### config.mk
export PLATFORM = sky130hd
export DESIGN_NAME = dvrt_ram
export DESIGN_NICKNAME = d
export VERILOG_FILES = /design/src/rtl/assert_macros.svh /design/src/rtl/dvrt_ram.sv
export SDC_FILE = /design/constraint.sdc
export NUM_CORES = 1
export LEC_CHECK = 0
export BUFFER_PORTS_ARGS = -buffer_cell sky130_fd_sc_hd__buf_2
export CAP_MARGIN = 10
export CORE_MARGIN = 8
export CORE_UTILIZATION = 40
export DETAILED_ROUTE_END_ITERATION = 16
export GPL_TIMING_DRIVEN = 1
export PLACE_DENSITY = 0.57
export SKIP_CTS_REPAIR_TIMING = 1
export SLEW_MARGIN = 10
export SYNTH_ARGS = -nofsm -noshare
export SYNTH_HDL_FRONTEND = slang
export SYNTH_SLANG_ARGS = --single-unit
export TNS_END_PERCENT = 20
### constraint.sdc
create_clock -name clock -period 3.7 [get_ports clock]
set_input_delay 0.185 -clock clock [delete_from_list [all_inputs] [get_ports clock]]
set_output_delay 0.185 -clock clock [all_outputs]
set_load 0.02 [all_outputs]
### src/rtl/assert_macros.svh
// Assertion macros shared by the route table RTL.
// No dependencies.
`ifndef ASSERT_MACROS_SVH
`define ASSERT_MACROS_SVH
// implication checked every clock, off during reset
`define ASSERT_IMPL(label, clk, rst, ante, cons) \
   label: assert property (@(posedge clk) disable iff (rst) (ante) |-> (cons)) \
      else $error("assertion failed");
// next-cycle implication, off during reset
`define ASSERT_NEXT(label, clk, rst, ante, cons) \
   label: assert property (@(posedge clk) disable iff (rst) (ante) |=> (cons)) \
      else $error("assertion failed");
`endif

### src/rtl/dvrt_ram.sv
// Generic single-port-write, single-port-read RAM with registered read.
// No dependencies.
`default_nettype none
module dvrt_ram #(
   parameter int unsigned WIDTH = 8,
   parameter int unsigned DEPTH = 32
) (
   input  wire logic                     clock,
   input  wire logic                     wr_en,
   input  wire logic [$clog2(DEPTH)-1:0] wr_addr,
   input  wire logic [WIDTH-1:0]         wr_data,
   input  wire logic [$clog2(DEPTH)-1:0] rd_addr,
   output logic      [WIDTH-1:0]         rd_data
);
   logic [WIDTH-1:0] mem [DEPTH];

   always_ff @(posedge clock) begin
      if (wr_en) begin
         mem[wr_addr] <= wr_data;
      end
      rd_data <= mem[rd_addr];
   end
endmodule
`default_nettype wire

==> results of run 1 <==
state kept, by name (all words and copies together), names as in the netlist:
name / cells
rd_data: 8
mem: 256
how the worst max path moves through the flow:
stage	endpoint	slack [ns]	depth (start not counted)
after global placement	rd_data[4]$_DFF_P_	1.15	5
after floorplan	rd_data[0]$_DFF_P_	1.71	5
after CTS	rd_data[7]$_DFF_P_	1.70	5
after detailed placement	rd_data[4]$_DFF_P_	1.15	5
after global routing	rd_data[4]$_DFF_P_	1.64	5
final	rd_data[4]$_DFF_P_	1.68	5
layer usage:
layer | vias to the layer above | track usage
met5 | - | 0
met4 | 0 | 0.03462
met3 | 26 | 0.02473
met2 | 123 | 0.2229
met1 | 2409 | 0.1945
li1 | 1873 | -
layout make-up:
| class | instances | area, um2 | share of cell area |
|---|---|---|---|
| Tap cell | 330 | 412.9 | 0.03624 |
| Clock inverter | 19 | 118.9 | 0.01043 |
| Clock buffer | 29 | 683.2 | 0.05995 |
| Sequential cell | 264 | 7848 | 0.6887 |
| Multi-Input combinational cell | 133 | 2100 | 0.1843 |
| Timing Repair Buffer | 38 | 232.7 | 0.02042 |
Yosys cell counts:
master / n
or3b_2: 3
nor2_1: 33
buf_1: 6
dfxtp_1: 8
or3_1: 1
clkbuf_1: 6
nand2_1: 1
nand3b_1: 5
nand3_1: 2
buf_6: 1
buf_4: 6
buf_2: 1
mux4_2: 80
edfxtp_1: 256
mux2_2: 8
power breakdown:
group / internal [mW] / switching (mW) / total [mW]
Sequential: 3.33 / 0.0125 / 3.34
Combinational: 0.134 / 0.178 / 0.312
Clock: 1.39 / 1.06 / 2.46
Total: 4.85 / 1.25 / 6.11
kinds of logic after synthesis:
logic type | count (synthesis) | share of synthesized area
buf+inv | 20 | 0.01058
simple gates | 45 | 0.02066
flops | 264 | 0.7806
mux | 88 | 0.1882
stage by stage:
| stage | cells | utilization | instance area (um2) | hold WS (ns) |
|---|---|---|---|---|
| 6_report | 813 | 0.4564 | 11390 | 0.1357 |
| 3_3_place_gp | 765 | 0.4243 | 10590 | 0.6105 |
| 3_5_place_dp | 765 | 0.4243 | 10590 | 0.6082 |
| 4_1_cts | 813 | 0.4564 | 11390 | 0.1233 |
| 2_1_floorplan | 417 | - | 10050 | 0.2839 |
| 5_1_grt | 813 | 0.4564 | 11390 | 0.1275 |
placed cells by master (no fill, tap or decap):
cell        Yosys  final
dfxtp_1         8      8
or3b_2          3      3
edfxtp_1      256    256
clkbuf_1        6      2
buf_12          0      1
clkbuf_16       0     27
buf_2           1     26
mux4_2         80     80
nand3b_1        5      5
buf_4           6     11
clkinv_2        0      5
mux2_2          8      8
clkinv_1        0      9
or3_1           1      1
nor2_1         33     33
bufinv_16       0      1
clkinvlp_4      0      4
nand3_1         2      2
nand2_1         1      1
==> flow_summary.json, run 1 <==
{
  "outcome": "complete, no violations",
  "wl_met1_mm": 9.065,
  "htree_levels": 1,
  "setup_viol": 0,
  "route.met2.wl_mm": 10.49,
  "crit_path_top_delay_cell": "buf_2",
  "max_freq_mhz": 495.7,
  "crit_path_start_kind": "primary input",
  "clockRootBuffer": "clkbuf_16",
  "min-delay-start": "rd_addr[3]",
  "dieArea_um2": 30460,
  "num_antenna_cells": 0,
  "min_to": "rd_data[5]$_DFF_P_",
  "yosysTopAreaCell": "edfxtp_1",
  "routed.top_layer": "met4",
  "clockBufferDepth": 3,
  "rsz0062_at_grt": "false",
  "pin_count": 28,
  "port_buffers": 27,
  "drc": 0,
  "tns_ns": 0,
  "cts_tree": "done",
  "layout-drive-gt1-share": 0.3437,
  "hold_path.class": "primary input to flop",
  "worstMarginPinSlew_ns": 1.161,
  "synthCells": 417,
  "drtIter0Drc": 472,
  "ir_worst_vdd_uv": 340.3,
  "overflow": 0,
  "post_drt_via_cell_ratio": 5.450,
  "clk_latency_ns": 0.52,
  "cts_sinks": 264,
  "finalPower_mw": 6.106,
  "p_leak_nw": 3.519,
  "initial_core_util": 0.4027,
  "synth_area_leaders": "edfxtp_1 (76%), mux4_2 (18%), dfxtp_1 (1.6%), nor2_1 (1.2%), mux2_2 (0.90%)",
  "fillCellCount": 2081,
  "hold_depth": 2,
  "grt_first_pass_wirelength_mm": 31.28,
  "first_pass_iters": 4,
  "synth_top_area_frac": 0.7647,
  "slew_viol_final": 0,
  "fp.dieW_um": 174.5,
  "slew_headroom": 0.2228,
  "drt_wl_total_mm": 21.04,
  "ant_nets": 0,
  "die_h_um": 174.5,
  "crit_buf_inv": 2,
  "grt_max_degree": 34,
  "antenna_found_initial": 0,
  "dp.final_hpwl_mm": 12.91,
  "vias": 4431,
  "timing.final.ws_setup_ns": 1.683,
  "wl_met3_mm": 1.155,
  "first_global_vias": 4669,
  "power.density_nw_per_um2": 535.9,
  "finalCriticalPeriod_ns": 2.017,
  "cts_buffers": 26,
  "area_growth_pct": 13.34,
  "netlist_area_um2": 10050,
  "pre_cts_ws_ns": 1.147,
  "arrival_ns": 2.42,
  "required_ns": 4.10,
  "ff2ff_setup_slack_ns": 1.90,
  "synthDistinctLibCells": 15,
  "clk_pin_slew_worst_paths_ns": 0.06,
  "yosysWarnings": 0,
  "final_hold_viol_count": 0,
  "core-area_um2": 24960,
  "worst_r2r_startpoint": "mem[21][5]$_DFFE_PP_",
  "path_class": "primary input to flop",
  "cpLargestDelayFamily": "multiplexers",
  "synth_seq_area_share": 0.7806,
  "crit_chain": "buf_2 > buf_4 > mux4_2 > mux4_2 > mux2_2",
  "fin_crit_sh": 0.5452,
  "finClkSkew_ns": 0.008847,
  "r2r_end": "rd_data[5]$_DFF_P_",
  "cp_max_fo": 33,
  "routedWlPerCell_um": 25.88,
  "final_nets": 483,
  "gp_congestion": 0.7277,
  "ff2ff_path_depth": 3,
  "grt.total_usage": 0.1390,
  "crit_path_start": "rd_addr[2]",
  "endpoint_kind": "flop",
  "crit_top_cell": "mux4_2",
  "num_rows": 58,
  "mappedNetlistNets": 437,
  "ys_ff_latch": 264,
  "worst_path_largest_cell_delay_ns": 0.66,
  "avgSynthCellArea_um2": 24.11,
  "drv_cap": 0
}
No activity file was read; power rests on OpenSTA's default activity.
==> run 2: changes to the inputs <==
--- a/config.mk
+++ b/config.mk
@@ -5,13 +5,14 @@
 export SDC_FILE = /design/constraint.sdc
 export NUM_CORES = 1
 export LEC_CHECK = 0
+export ABC_AREA = 1
 export BUFFER_PORTS_ARGS = -buffer_cell sky130_fd_sc_hd__buf_2
 export CAP_MARGIN = 10
 export CORE_MARGIN = 8
 export CORE_UTILIZATION = 40
 export DETAILED_ROUTE_END_ITERATION = 16
 export GPL_TIMING_DRIVEN = 1
-export PLACE_DENSITY = 0.57
+export PLACE_DENSITY = 0.59
 export SKIP_CTS_REPAIR_TIMING = 1
 export SLEW_MARGIN = 10
 export SYNTH_ARGS = -nofsm -noshare
==> constraint.sdc (replaced) <==
create_clock -name clock -period 1.8 [get_ports clock]
set_input_delay 0.09 -clock clock [delete_from_list [all_inputs] [get_ports clock]]
set_output_delay 0.09 -clock clock [all_outputs]
set_load 0.02 [all_outputs]
==> run 2 against run 1 <==
Against the previous run: register-to-register slack worse by 1.3 ns; first-iteration DRC count up 50%; cell count up 65%; critical endpoint is now rd_data[4]; clock power up 130%.
==> flow_summary.json, run 2 <==
{
  "slew_viol_final": 0,
  "num_antenna_cells": 0,
  "overflow": 0,
  "ys_ff_latch": 264,
  "cell_internal_pwr_mw": 10.41,
  "first_pass_iters": 5,
  "synth.most_common_cell": "nand2_1",
  "clk_pin_slew_worst_paths_ns": 0.06,
  "dp.final_hpwl_mm": 14.98,
  "grt_max_degree": 71,
  "gp_congestion": 0.7904,
  "initial_core_util": 0.4036,
  "netlist_area_um2": 10790,
  "switching_power_mw": 2.951,
  "async_flop_share": 0,
  "synth_area_leaders": "edfxtp_1 (71%), nand2_1 (13%), nand3_1 (9.5%), buf_6 (2.5%), dfxtp_1 (1.5%)",
  "finClkSkew_ns": 0.008734,
  "antenna_found_initial": 0,
  "required_ns": 1.71,
  "hold_path.class": "primary input to flop",
  "p_comb_frac": 0.063,
  "worstMarginPinSlew_ns": 0.7212,
  "finalCriticalPeriod_ns": 1.228,
  "fp.dieW_um": 180.2,
  "clockRootBuffer": "clkbuf_16",
  "ys.flop_type": "edfxtp_1",
  "final_hold_viol_count": 0,
  "arrival_ns": 1.14,
  "mostFrequentLayoutCell": "nand2_1",
  "layout-drive-gt1-share": 0.1212,
  "tns_ns": 0,
  "crit_buf_inv": 1,
  "p_leak_nw": 4.616,
  "power.density_nw_per_um2": 1085,
  "dieArea_um2": 32480,
  "synth_top_area_frac": 0.7127,
  "rsz0062_at_grt": "false",
  "largest-register": "mem",
  "synth_commonest_cells": "nand2_1 (360), edfxtp_1 (256), nand3_1 (204), nor2_1 (32), buf_6 (24)",
  "drt_wl_total_mm": 25.72,
  "core-area_um2": 26730,
  "ir_worst_vdd_uv": 662.6,
  "fillCellCount": 2410,
  "clockBufferDepth": 3,
  "post_drt_via_cell_ratio": 5.144,
  "die_h_um": 180.2,
  "num_rows": 60,
  "synth_seq_area_share": 0.7275,
  "drtIter0Drc": 708,
  "htree_levels": 1,
  "mappedNetlistNets": 942,
  "grt_first_pass_wirelength_mm": 40.56,
  "pin_count": 28,
  "yosysTopAreaCell": "edfxtp_1",
  "cts_sinks": 264,
  "endpoint_kind": "output pin",
  "final_nets": 996,
  "cp_max_fo": 1,
  "cts_tree": "done",
  "crit_path_start_kind": "flop",
  "drc": 0,
  "crit_chain": "buf_2",
  "first_global_vias": 6863,
  "synthCells": 922,
  "setup_viol": 0,
  "max_freq_mhz": 814.5,
  "drv_cap": 0,
  "slew_headroom": 0.5192,
  "routedWlPerCell_um": 19.21,
  "clk_latency_ns": 0.54,
  "ant_nets": 0,
  "reg_top3": "mem: 256 flops, rd_data: 8 flops",
  "worst_path_largest_cell_delay_ns": 0.40,
  "final_cell_mix": "nand2_1 (360), edfxtp_1 (256), nand3_1 (204)",
  "outcome": "complete, no violations",
  "largest_reg_flops": 256,
  "path_class": "flop to output pin",
  "vias": 6888,
  "grt.total_usage": 0.1586,
  "area_growth_pct": 14.26,
  "switching_share": 0.2208,
  "p_clk_frac": 0.423,
  "fin_crit_sh": 0.6821,
  "cpLargestDelayFamily": "flip-flops",
  "port_buffers": 27,
  "synth_edf_count": 256,
  "yosysWarnings": 0,
  "crit_path_top_delay_cell": "dfxtp_1",
  "final_cell_area_um2": 12320,
  "synthDistinctLibCells": 12,
  "placed_cell_area_um2": 11390,
  "cts_buffers": 28,
  "avgSynthCellArea_um2": 11.70,
  "seqPwrFrac": 0.513
}
[run 2: metrics by stage]
step                      total power [mW]  std cells    util  setup WS (ns)  hold slack, ns
final                                13.37       1339  0.4611         0.5723         0.06486
after global routing                 13.80       1339  0.4611         0.4754          0.1186
after CTS                            13.48       1338  0.4608         0.5517         -0.1211
after detailed placement             7.849       1286  0.4262         0.2899          0.4501
after global placement               7.837       1286  0.4262         0.2902          0.4538
after floorplan                      7.501        922       -         0.6760          0.1889
[run 2: area by class of cell]
| cell class | instances | area, um2 | area share |
|---|---|---|---|
| Multi-Input combinational cell | 596 | 2492 | 0.2022 |
| Sequential cell | 264 | 7848 | 0.6368 |
| Timing Repair Buffer | 76 | 595.6 | 0.04832 |
| Tap cell | 341 | 426.7 | 0.03462 |
| Clock buffer | 42 | 834.6 | 0.06772 |
| Inverter | 10 | 38.79 | 0.003147 |
| Clock inverter | 10 | 88.84 | 0.007208 |
[run 2: cells by family (layout without fill, tap and decap cells)]
logic type / count (synthesis) / count (layout) / share of synthesized area
AND/OR/NAND/NOR: 596 / 596 / 0.2311
flip-flops: 264 / 264 / 0.7275
buffers and inverters: 62 / 138 / 0.04141
[run 2: power by group through the flow]
stage / clock (mW) / sequential [mW] / combinational [mW]
after CTS: 5.75 / 6.86 / 0.861
after detailed placement: 0 / 6.99 / 0.858
after global routing: 5.99 / 6.86 / 0.949
after floorplan: 0 / 7.01 / 0.492
final: 5.66 / 6.86 / 0.848
after global placement: 0 / 6.99 / 0.845
[run 2: worst paths after layout]
path | slack, ns | cells after the start | startpoint | to
hold reg to reg | 0.78 | 8 | mem[6][2]$_DFFE_PP_ | rd_data[2]$_DFF_P_
setup / recovery | 0.57 | 1 | rd_data[4]$_DFF_P_ | rd_data[4]
hold / removal | 0.06 | 5 | rd_addr[3] | rd_data[6]$_DFF_P_
setup reg to reg | 0.59 | 8 | mem[17][7]$_DFFE_PP_ | rd_data[7]$_DFF_P_
[run 2: layer usage]
layer	share of wire	track usage
met4	0.022	0.05026
met5	0	0
met2	0.47	0.2548
met1	0.46	0.2212
met3	0.049	0.01976
==> run 3: changes to the inputs <==
--- a/config.mk
+++ b/config.mk
@@ -5,7 +5,7 @@
 export SDC_FILE = /design/constraint.sdc
 export NUM_CORES = 1
 export LEC_CHECK = 0
-export ABC_AREA = 1
+export ABC_AREA = 0
 export BUFFER_PORTS_ARGS = -buffer_cell sky130_fd_sc_hd__buf_2
 export CAP_MARGIN = 10
 export CORE_MARGIN = 8
==> constraint.sdc (replaced) <==
create_clock -name clock -period 1.1 [get_ports clock]
set_input_delay 0.055 -clock clock [delete_from_list [all_inputs] [get_ports clock]]
set_output_delay 0.055 -clock clock [all_outputs]
set_load 0.02 [all_outputs]
==> run 3 against run 2 <==
Against the previous run: the flow now finishes with violations (negative setup slack); final area is 1.0% lower; register-to-register slack got worse by 1.3 ns; clock power grew 58%; via count down 33%; total power increased by 61%; first-iteration DRC count shrank 28%; global-route usage shrank 1.6 points; worst setup slack got worse by 1.3 ns; critical path depth rose by 2; critical path type is now flop to flop; largest power group unchanged; highest routed layer unchanged.
==> flow_summary.json, run 3 (synthesis gave the netlist of run 1 again) <==
{
  "p_clk_frac": 0.416,
  "endpoint_kind": "flop",
  "drc": 0,
  "finClkSkew_ns": 0.01895,
  "drt_wl_total_mm": 21.58,
  "clk_pin_slew_worst_paths_ns": 0.06,
  "post_drt_via_cell_ratio": 5.351,
  "setup_viol": 8,
  "seqPwrFrac": 0.524,
  "mostFrequentLayoutCell": "edfxtp_1",
  "clockBufferDepth": 3,
  "final_nets": 539,
  "gp_congestion": 0.7605,
  "switching_share": 0.1970,
  "ir_worst_vdd_uv": 1004,
  "first_pass_iters": 5,
  "worstMarginPinSlew_ns": 0.5814,
  "core-area_um2": 24960,
  "htree_levels": 1,
  "timing.final.ws_setup_ns": -0.7064,
  "final_hold_viol_count": 0,
  "required_ns": 1.50,
  "p_leak_nw": 3.930,
  "arrival_ns": 2.21,
  "violations": "negative setup slack",
  "grt_max_degree": 33,
  "area_growth_pct": 21.32,
  "overflow": 0,
  "cp_max_fo": 1,
  "cts_buffers": 26,
  "final_core_util": 0.4886,
  "finalCriticalPeriod_ns": 1.806,
  "hold_path.class": "primary input to flop",
  "path_class": "flop to flop",
  "outcome": "finished with violations",
  "fin_crit_sh": 1.642,
  "largest-register": "mem",
  "rsz0062_at_grt": "true",
  "slew_headroom": 0.6124,
  "drtIter0Drc": 512,
  "port_buffers": 27,
  "antenna_found_initial": 0,
  "cell_internal_pwr_mw": 17.23,
  "grt_first_pass_wirelength_mm": 32.46,
  "drv_cap": 0,
  "cts_sinks": 264,
  "whs_ns": 0.06373,
  "finalPower_mw": 21.46,
  "pin_count": 28,
  "num_antenna_cells": 0,
  "dieArea_um2": 30460,
  "initial_core_util": 0.4027,
  "cts_tree": "done",
  "tns_ns": -5.407,
  "reg_top3": "mem: 256 flops, rd_data: 8 flops",
  "fp.dieW_um": 174.5,
  "grt.total_usage": 0.1430,
  "crit_path_start_kind": "flop",
  "vias": 4639,
  "power.density_nw_per_um2": 1760,
  "switching_power_mw": 4.229,
  "p_comb_frac": 0.060,
  "final_cell_mix": "edfxtp_1 (256), mux4_2 (80), buf_4 (45)",
  "ant_nets": 0,
  "max_freq_mhz": 553.6,
  "die_h_um": 174.5,
  "largest_reg_flops": 256,
  "num_rows": 58,
  "dp.final_hpwl_mm": 13.77,
  "first_global_vias": 4894,
  "clk_latency_ns": 0.52,
  "layout-drive-gt1-share": 0.4115,
  "clockRootBuffer": "clkbuf_16",
  "fillCellCount": 2018,
  "slew_viol_final": 0,
  "routedWlPerCell_um": 24.89
}
[run 3: changes by cell type in the layout (fill, tap and decap cells not counted), moves of 4 or more]
cell | previous run | this run
buf_12 | 7 | 20
nor2_4 | 0 | 5
nand2_1 | 360 | 1
clkbuf_8 | 6 | 0
nand3_1 | 204 | 2
mux2_2 | 0 | 6
nand3b_1 | 0 | 5
inv_1 | 8 | 0
dlygate4sd3_1 | 1 | 7
mux4_2 | 0 | 80
buf_2 | 26 | 21
nor2_1 | 32 | 28
[run 3: area by class of cell]
| type | instances | area, um2 | area share |
|---|---|---|---|
| clock buffer | 34 | 701.9 | 0.05755 |
| tap | 330 | 412.9 | 0.03385 |
| multi-input combinational | 133 | 2147 | 0.1760 |
| timing repair buffer | 94 | 924.6 | 0.07581 |
| clock inverter | 12 | 158.9 | 0.01303 |
| sequential | 264 | 7851 | 0.6437 |
[run 3: path summary, 6_finish.rpt]
check	startpoint	end	slack [ns]	cells after the start
hold reg to reg	mem[22][4]$_DFFE_PP_	rd_data[4]$_DFF_P_	0.91	3
hold / removal	wr_data[4]	mem[30][4]$_DFFE_PP_	0.06	1
setup reg to reg	mem[31][4]$_DFFE_PP_	rd_data[4]$_DFF_P_	-0.71	3
setup / recovery	mem[31][4]$_DFFE_PP_	rd_data[4]$_DFF_P_	-0.71	3
[run 3: worst max-delay path: stages (launching register included)]
cell and delay (ns):
edfxtp_1 0.36, mux4_2 0.49, mux4_2 0.55, mux2_4 0.28
[run 3: per-stage QoR]
stage | std cells | area [um2] | worst slack, ns
after floorplan | 417 | 10210 | -0.5521
after global placement | 814 | 11240 | -0.9099
after detailed placement | 814 | 11240 | -0.9057
after CTS | 860 | 12100 | -0.7129
after global routing | 867 | 12200 | -0.7272
final | 867 | 12200 | -0.7064
[run 3: routing by layer]
metal	up-vias	GRT usage	part of all wire
li1	1985	-	-
met1	2492	0.2001	0.44
met2	139	0.2344	0.50
met3	23	0.01953	0.052
met4	0	0.03426	0.014
met5	-	0	0
[run 3: power groups by stage]
stage	clock network [mW]	logic, mW	registers [mW]
final	8.93	1.29	11.2
after global routing	9.47	1.38	11.2
after CTS	9.11	1.28	11.2
after detailed placement	0	1.28	11.4
after global placement	0	1.26	11.4
after floorplan	0	0.656	11.5
